`src/rtl/core/indexed_list_insert_delete_unit_macros.svh`:
```
// Assertion macros for the indexed list unit.
// Both macros expect clk and rst_n in scope.
`ifndef INDEXED_LIST_INSERT_DELETE_UNIT_MACROS_SVH
`define INDEXED_LIST_INSERT_DELETE_UNIT_MACROS_SVH

`ifndef SYNTH

// Same-cycle implication.
`define ILID_ASSERT_IMP(lbl, ante, cons) \
  lbl: assert property (@(posedge clk) disable iff (!rst_n) (ante) |-> (cons)) \
    else $error("ilid assertion failed");

// Next-cycle implication.
`define ILID_ASSERT_NXT(lbl, ante, cons) \
  lbl: assert property (@(posedge clk) disable iff (!rst_n) (ante) |=> (cons)) \
    else $error("ilid assertion failed");

`else

`define ILID_ASSERT_IMP(lbl, ante, cons)
`define ILID_ASSERT_NXT(lbl, ante, cons)

`endif

`endif

```
`src/rtl/core/ilid_pkg.sv`:
```
package ilid_pkg;

  // default list capacity
  localparam int CAP_DEF = 16;

  // field widths
  localparam int ACT_W   = 2;
  localparam int POS_W   = 5;
  localparam int VAL_W   = 31;
  localparam int LEN_W   = 5;
  localparam int STAT_W  = 2;
  localparam int IN_TDATA_W  = 40;
  localparam int OUT_TDATA_W = 40;

  typedef enum logic [ACT_W-1:0] {
    ACT_INS = 2'd0,
    ACT_DEL = 2'd1,
    ACT_CLR = 2'd2,
    ACT_NOP = 2'd3
  } action_t;

  typedef enum logic [STAT_W-1:0] {
    STAT_OK    = 2'd0,
    STAT_FULL  = 2'd1,
    STAT_RANGE = 2'd2
  } status_t;

  typedef enum logic [2:0] {
    S_IDLE,
    S_TAKE,
    S_RD,
    S_WR,
    S_PUT
  } state_t;

endpackage

```
`src/rtl/core/ilid_ram.sv`:
```
module ilid_ram
  import ilid_pkg::*;
#(
  parameter int WIDTH = VAL_W,
  parameter int DEPTH = CAP_DEF,
  localparam int AW = (DEPTH > 1) ? $clog2(DEPTH) : 1
) (
  input  logic             clk,
  input  logic             we,
  input  logic [AW-1:0]    waddr,
  input  logic [WIDTH-1:0] wdata,
  input  logic [AW-1:0]    raddr,
  output logic [WIDTH-1:0] rdata
);

  logic [WIDTH-1:0] mem [DEPTH];

  always_ff @(posedge clk) begin
    if (we) begin
      mem[waddr] <= wdata;
    end
    rdata <= mem[raddr];
  end

endmodule

```
`src/rtl/core/indexed_list_insert_delete_unit.sv`:
```
// Indexed list unit: holds a left-packed list of up to CAP 31-bit values in
// a single-port-write, registered-read RAM and answers each request with one
// result. Requests: insert at an index (tail moves right), delete at an
// index (tail moves left, removed value returned), clear, and a no-op code.
// Insert into a full list reports status 1 and insert above the length or
// delete at or above the length reports status 2; the list stays unchanged.
// Each element move is a RAM read, then a write back one slot over, so a
// successful insert or delete runs longer the more elements lie past its
// index; the longest are a front insert into a list of CAP-1 and a front
// delete from a full list. Clear, no-op and rejected requests load the
// result register at the accepting edge itself. A finished result sits in
// the output register, and the next request is taken in the cycle after
// that result has been read.
// The RAM needs no clearing after reset: only slots below the count are read.
`include "indexed_list_insert_delete_unit_macros.svh"

module indexed_list_insert_delete_unit
  import ilid_pkg::*;
#(
  parameter int CAP = CAP_DEF
) (
  input  logic                   clk,
  input  logic                   rst_n,
  // request: [1:0] action, [6:2] position, [37:7] item_value, [39:38] zero
  input  logic                   in_tvalid,
  output logic                   in_tready,
  input  logic [IN_TDATA_W-1:0]  in_tdata,
  // result: [30:0] removed_value, [35:31] length, [36] is_empty,
  //         [37] is_full, [39:38] status
  output logic                   out_tvalid,
  input  logic                   out_tready,
  output logic [OUT_TDATA_W-1:0] out_tdata
);

  localparam int AW    = (CAP > 1) ? $clog2(CAP) : 1;  // slot address
  localparam int CNT_W = $clog2(CAP + 1);              // holds 0..CAP
  localparam int CMP_W = (CNT_W > POS_W) ? CNT_W : POS_W;

  // sequencer state
  state_t                 state_r, state_nxt;
  logic [CNT_W-1:0]       count_r, count_nxt;
  logic [CNT_W-1:0]       idx_r, idx_nxt;      // slot being written
  logic [CNT_W-1:0]       pos_r, pos_nxt;      // request index
  logic [VAL_W-1:0]       val_r, val_nxt;      // value to insert
  logic [VAL_W-1:0]       removed_r, removed_nxt;
  logic                   op_del_r, op_del_nxt;

  // result register
  logic                   out_valid_r, out_valid_nxt;
  logic [OUT_TDATA_W-1:0] out_data_r, out_data_nxt;

  // RAM port
  logic                   ram_we;
  logic [AW-1:0]          ram_waddr, ram_raddr;
  logic [VAL_W-1:0]       ram_wdata, ram_rdata;

  // request fields
  action_t                in_act;
  logic [POS_W-1:0]       in_pos;
  logic [VAL_W-1:0]       in_val;
  logic                   in_fire;

  // shared index step: -1 while shifting right, +1 while shifting left
  logic [CNT_W-1:0]       step_sum;
  logic [CNT_W-1:0]       cnt_dec;

  // result assembly
  logic                   finish;
  status_t                fin_status;
  logic [VAL_W-1:0]       fin_removed;

  assign in_act  = action_t'(in_tdata[ACT_W-1:0]);
  assign in_pos  = in_tdata[ACT_W+POS_W-1:ACT_W];
  assign in_val  = in_tdata[ACT_W+POS_W+VAL_W-1:ACT_W+POS_W];
  assign in_fire = in_tvalid && in_tready;

  assign in_tready  = (state_r == S_IDLE) && !out_valid_r;
  assign out_tvalid = out_valid_r;
  assign out_tdata  = out_data_r;

  assign step_sum = op_del_r ? (idx_r + CNT_W'(1)) : (idx_r - CNT_W'(1));
  assign cnt_dec  = count_r - CNT_W'(1);

  ilid_ram #(
    .WIDTH (VAL_W),
    .DEPTH (CAP)
  ) u_slots (
    .clk   (clk),
    .we    (ram_we),
    .waddr (ram_waddr),
    .wdata (ram_wdata),
    .raddr (ram_raddr),
    .rdata (ram_rdata)
  );

  always_ff @(posedge clk) begin
    if (!rst_n) begin
      state_r     <= S_IDLE;
      count_r     <= '0;
      op_del_r    <= 1'b0;
      out_valid_r <= 1'b0;
    end else begin
      state_r     <= state_nxt;
      count_r     <= count_nxt;
      op_del_r    <= op_del_nxt;
      out_valid_r <= out_valid_nxt;
    end
  end

  // payload registers
  always_ff @(posedge clk) begin
    idx_r      <= idx_nxt;
    pos_r      <= pos_nxt;
    val_r      <= val_nxt;
    removed_r  <= removed_nxt;
    out_data_r <= out_data_nxt;
  end

  always_comb begin
    state_nxt     = state_r;
    count_nxt     = count_r;
    idx_nxt       = idx_r;
    pos_nxt       = pos_r;
    val_nxt       = val_r;
    removed_nxt   = removed_r;
    op_del_nxt    = op_del_r;
    out_valid_nxt = out_valid_r;
    out_data_nxt  = out_data_r;

    ram_we      = 1'b0;
    ram_waddr   = idx_r[AW-1:0];
    ram_wdata   = ram_rdata;
    ram_raddr   = step_sum[AW-1:0];

    finish      = 1'b0;
    fin_status  = STAT_OK;
    fin_removed = '0;

    if (out_valid_r && out_tready) begin
      out_valid_nxt = 1'b0;
    end

    case (state_r)
      S_IDLE: begin
        ram_raddr = AW'(in_pos);  // delete fetches its victim right away
        if (in_fire) begin
          case (in_act)
            ACT_INS: begin
              if (count_r >= CNT_W'(CAP)) begin
                finish     = 1'b1;
                fin_status = STAT_FULL;
              end else if (CMP_W'(in_pos) > CMP_W'(count_r)) begin
                finish     = 1'b1;
                fin_status = STAT_RANGE;
              end else begin
                pos_nxt    = CNT_W'(in_pos);
                val_nxt    = in_val;
                idx_nxt    = count_r;
                op_del_nxt = 1'b0;
                // append needs no shift
                state_nxt  = (CMP_W'(in_pos) == CMP_W'(count_r)) ? S_PUT : S_RD;
              end
            end
            ACT_DEL: begin
              if (CMP_W'(in_pos) >= CMP_W'(count_r)) begin
                finish     = 1'b1;
                fin_status = STAT_RANGE;
              end else begin
                pos_nxt    = CNT_W'(in_pos);
                idx_nxt    = CNT_W'(in_pos);
                op_del_nxt = 1'b1;
                state_nxt  = S_TAKE;
              end
            end
            ACT_CLR: begin
              count_nxt = '0;
              finish    = 1'b1;
            end
            default: begin
              finish = 1'b1;
            end
          endcase
        end
      end

      S_TAKE: begin
        // victim value is on the RAM output now
        removed_nxt = ram_rdata;
        if (idx_r != cnt_dec) begin
          state_nxt = S_RD;
        end else begin
          count_nxt   = cnt_dec;
          finish      = 1'b1;
          fin_removed = ram_rdata;
          state_nxt   = S_IDLE;
        end
      end

      S_RD: begin
        // neighbor read issued through ram_raddr = step_sum
        state_nxt = S_WR;
      end

      S_WR: begin
        ram_we  = 1'b1;
        idx_nxt = step_sum;
        if (op_del_r) begin
          if (step_sum != cnt_dec) begin
            state_nxt = S_RD;
          end else begin
            count_nxt   = cnt_dec;
            finish      = 1'b1;
            fin_removed = removed_r;
            state_nxt   = S_IDLE;
          end
        end else begin
          state_nxt = (step_sum == pos_r) ? S_PUT : S_RD;
        end
      end

      S_PUT: begin
        ram_we    = 1'b1;
        ram_waddr = pos_r[AW-1:0];
        ram_wdata = val_r;
        count_nxt = count_r + CNT_W'(1);
        finish    = 1'b1;
        state_nxt = S_IDLE;
      end

      default: begin
        state_nxt = S_IDLE;
      end
    endcase

    if (finish) begin
      out_valid_nxt = 1'b1;
      out_data_nxt  = {fin_status,
                       (count_nxt == CNT_W'(CAP)),
                       (count_nxt == '0),
                       LEN_W'(count_nxt),
                       fin_removed};
    end
  end

  // checks
  `ILID_ASSERT_IMP(a_count_cap, 1'b1, count_r <= CNT_W'(CAP))
  `ILID_ASSERT_NXT(a_busy_after_req, in_tvalid && in_tready, !in_tready)
  `ILID_ASSERT_IMP(a_no_run_with_result, state_r != S_IDLE, !out_valid_r)
  `ILID_ASSERT_IMP(a_write_in_seq, ram_we, state_r == S_WR || state_r == S_PUT)

endmodule
```
`config.mk`:
```
export PLATFORM = sky130hd
export DESIGN_NAME = indexed_list_insert_delete_unit
export DESIGN_NICKNAME = d
export VERILOG_FILES = /design/src/rtl/core/ilid_pkg.sv /design/src/rtl/core/ilid_ram.sv /design/src/rtl/core/indexed_list_insert_delete_unit.sv
export VERILOG_INCLUDE_DIRS = /design/src /design/src/rtl/core
export SDC_FILE = /design/constraint.sdc
export NUM_CORES = 1
export LEC_CHECK = 0
export BUFFER_PORTS_ARGS = -buffer_cell sky130_fd_sc_hd__buf_2
export CAP_MARGIN = 20
export CORE_MARGIN = 5
export CORE_UTILIZATION = 50
export CTS_CLUSTER_DIAMETER = 80
export CTS_CLUSTER_SIZE = 24
export DETAILED_ROUTE_END_ITERATION = 16
export MAX_ROUTING_LAYER = met4
export PLACE_DENSITY = 0.77
export SETUP_SLACK_MARGIN = 0.4
export SYNTH_ARGS = -nofsm -noshare
export SYNTH_HDL_FRONTEND = slang
export SYNTH_SLANG_ARGS = --single-unit
```
`constraint.sdc`:
```
create_clock -name clk -period 5.6 [get_ports clk]
set_input_delay 0.56 -clock clk [delete_from_list [all_inputs] [get_ports clk]]
set_output_delay 0.56 -clock clk [all_outputs]
set_load 0.02 [all_outputs]
```
==> flow_metrics.py <==
metrics = {
    "status": {
        "outcome": "complete, no violations",
    },
    "layout": {
        "post-route-util_pct": 54.8,
        "fin_nets": 1926,
        "seqCellArea_um2": 19100,
        "multi_input_area_um2": 6330,
        "drive_gt1_share_pct": 10.5,
        "syn2layout_area_growth_pct": 8.79,
        "num-fill-cells": 3968,
    },
    "cts": {
        "clk_latency_ns": 0.56,
        "post_cts_buffers": 0,
        "cts_htree_levels": 2,
        "holdBufCountCts": 0,
        "clkSinkCount": 649,
        "cts-root-buf": "clkbuf_16",
        "cts_buffer_depth": 3,
        "cts.clk_slew.worst_paths_ns": 0.10,
        "postCtsResizedCells": 0,
        "cts_tree": "done",
        "cts-buffers-inserted": 34,
    },
    "logic_synthesis": {
        "synth_cell_types": 64,
        "synthCells": 1843,
        "synth_top_cell_by_area": "edfxtp_1",
        "ys_warn_count": 0,
        "netlist.area_leader.share_pct": 70.6,
        "avgSynthCellArea_um2": 14.0,
        "ys_async_sr_fraction_pct": 0,
        "synth_edf_count": 608,
        "syn_nets": 1898,
        "synthesis.area_um2": 25800,
        "synthTopCellsByArea": "edfxtp_1 (71%), nand2_1 (5.1%), a211oi_1 (4.7%)",
        "synth-seq-cells": 649,
        "ys_seq_area_share_pct": 73.8,
        "synth_flop_cell": "edfxtp_1",
    },
    "sta": {
        "fin_skew_ns": 0.0211,
        "worst_pin_slew_ns": 1.09,
        "fmax_ghz": 0.246,
        "min_period_ns": 4.07,
        "slew_headroom_pct": 27.6,
        "setup_viol": 0,
        "maxSlewViolCount": 0,
        "rsz0062_at_grt": "no",
        "setup_tns_ns": 0,
        "fin_crit_sh_pct": 72.7,
        "final_hold_viol_count": 0,
    },
    "die": {
        "die_y_um": 237,
        "dieArea_um2": 56300,
        "start_util_pct": 50.4,
        "io_pins": 86,
        "rows": 83,
        "core_um2": 51300,
        "die_w_um": 237,
    },
    "run": {
        "cap_violations": 0,
    },
    "grt": {
        "grt_pass1_vias": 14600,
        "grtUsageTotal_pct": 20.1,
        "grt_max_degree": 193,
        "grt-ovfl-total": 0,
        "grt_pass1_wl_um": 85300,
        "antenna_found_initial": 1,
    },
    "power": {
        "leakagePower_nw": 9.16,
        "ir_drop_v": 0.000188,
        "powerDensity_nw_per_um2": 335,
    },
    "placed_design": {
        "place_hpwl_um": 31300,
        "place.gp.congestion": 0.856,
        "io_buffers": 83,
    },
    "critical_path": {
        "r2r_slack_ns": 1.53,
        "end_kind": "flip-flop",
        "cp.required_ns": 5.77,
        "crit_type": "reg2reg",
        "path_max_fanout": 40,
        "start_kind": "flip-flop",
        "cp_data_arrival_time_ns": 4.24,
    },
    "routing": {
        "drc_errors": 0,
        "routed_wl_um": 56400,
        "wl_per_cell_um": 22.0,
        "first_pass_iters": 5,
        "viasPerCell": 5.99,
        "first_iter_violations": 1816,
        "via_count": 15400,
        "postRouteAntennaNets": 0,
    },
    "worst_hold_path": {
        "hp-class": "in2reg",
    },
}
==> cells in the final DEF (no fill, tap or decap), types with 6 or more instances in the layout <==
cell type  count
and2_1       129
xor2_1         6
a311oi_1      62
nor2_1        26
buf_2         83
a211oi_1     161
nand2_1      354
ha_1          10
a31oi_1       69
nand3_1        6
edfxtp_1     608
clkbuf_16     35
o21ai_0       11
buf_4         31
a21oi_1       76
nor2_4        16
clkbuf_1      11
nor3_1         8
dfxtp_1       41
xnor2_1       12
inv_1         17
a22o_1        31
==> registers in the layout, summed over array words and instances (netlist names) <==
name / count
count_r: 5
u_slots.rdata: 31
state_r: 3
op_del_r: 1
out_tdata: 40
val_r: 31
pos_r: 5
idx_r: 5
out_tvalid: 1
removed_r: 31
u_slots.mem: 496
==> critical path: stages, from the launching register on <==
cell and delay (ns):
dfxtp_1 0.50, inv_1 0.17, ha_1 0.33, o21ba_2 0.23
a221o_1 0.40, a2111oi_4 0.92, or2_2 0.26, or3_2 0.83
==> metrics by stage <==
stage / hold slack (ns) / total power, mW / std cells / setup slack [ns] / area, um^2
floorplan: 0.430 / 6.48 / 1843 / 2.12 / 25800
global placement: 0.447 / 6.74 / 2514 / 1.72 / 27100
detailed placement: 0.446 / 6.79 / 2514 / 1.63 / 27100
CTS: 0.155 / 9.44 / 2567 / 1.61 / 28100
global route: 0.155 / 9.79 / 2569 / 1.33 / 28100
finish: 0.170 / 9.42 / 2569 / 1.53 / 28100
==> area by class of cell <==
| type | instances | share of cell area, % |
|---|---|---|
| inverters | 19 | 0.254 |
| clock buffers | 46 | 3.26 |
| diodes | 1 | 0.00890 |
| flip-flops and latches | 649 | 67.9 |
| well taps | 680 | 3.03 |
| multi-input cells | 1048 | 22.5 |
| repair buffers | 119 | 2.66 |
| clock inverters | 7 | 0.414 |
==> Yosys cell counts, drive strengths merged (2+ instances only) <==
cell type	instances
dfxtp	41
clkbuf	94
a21oi	79
a311oi	62
xnor3	2
a22o	31
o21a	3
nand3	6
o22ai	2
nor4	3
xor2	6
o21ai	14
nand2b	3
or3	2
or2	2
a31oi	70
inv	19
and2	131
mux2	2
edfxtp	608
a22oi	2
xnor2	12
nor3b	3
o31a	2
nand4	5
a21boi	2
nor2b	3
nor4b	2
a211oi	162
buf	33
o211ai	2
and3	5
nor2	42
nor3	8
a21o	4
ha	10
nand2	354
==> logic make-up (layout without fill, tap and decap cells) <==
group,count (synthesis),in the layout,synth area share (%)
buffers and inverters,146,191,2.32
and+or+nand+nor,570,570,10.0
DFF,649,649,73.8
xor gates and xnor gates,21,21,0.881
adders and majority gates,11,11,0.562
AOI/OAI and AO/OA,444,444,12.3
other,0,1,0
muxes,2,2,0.0871
==> metal layers <==
metal / track usage (%) / vias up / share of wire, %
li1: - / 7032 / -
met1: 27.3 / 7695 / 42
met2: 31.8 / 577 / 48
met3: 3.40 / 83 / 7.5
met4: 5.44 / 0 / 2.5
met5: - / - / 0
==> report_power, final <==
| part | internal (mW) | switching [mW] | total [mW] |
|---|---|---|---|
| combinational | 0.269 | 0.719 | 0.988 |
| sequential | 5.63 | 0.0711 | 5.70 |
| clock | 1.27 | 1.47 | 2.74 |
| total | 7.17 | 2.26 | 9.42 |
==> path summary, 6_finish.rpt <==
path / start / endpoint / cells after the start
max: count_r[0] / out_tdata[10] / 7
min reg2reg: u_slots.rdata[8] / removed_r[8] / 0
min: in_tdata[9] / val_r[2] / 1
max reg2reg: count_r[0] / out_tdata[10] / 7
No activity file was read; power rests on OpenSTA's default activity.
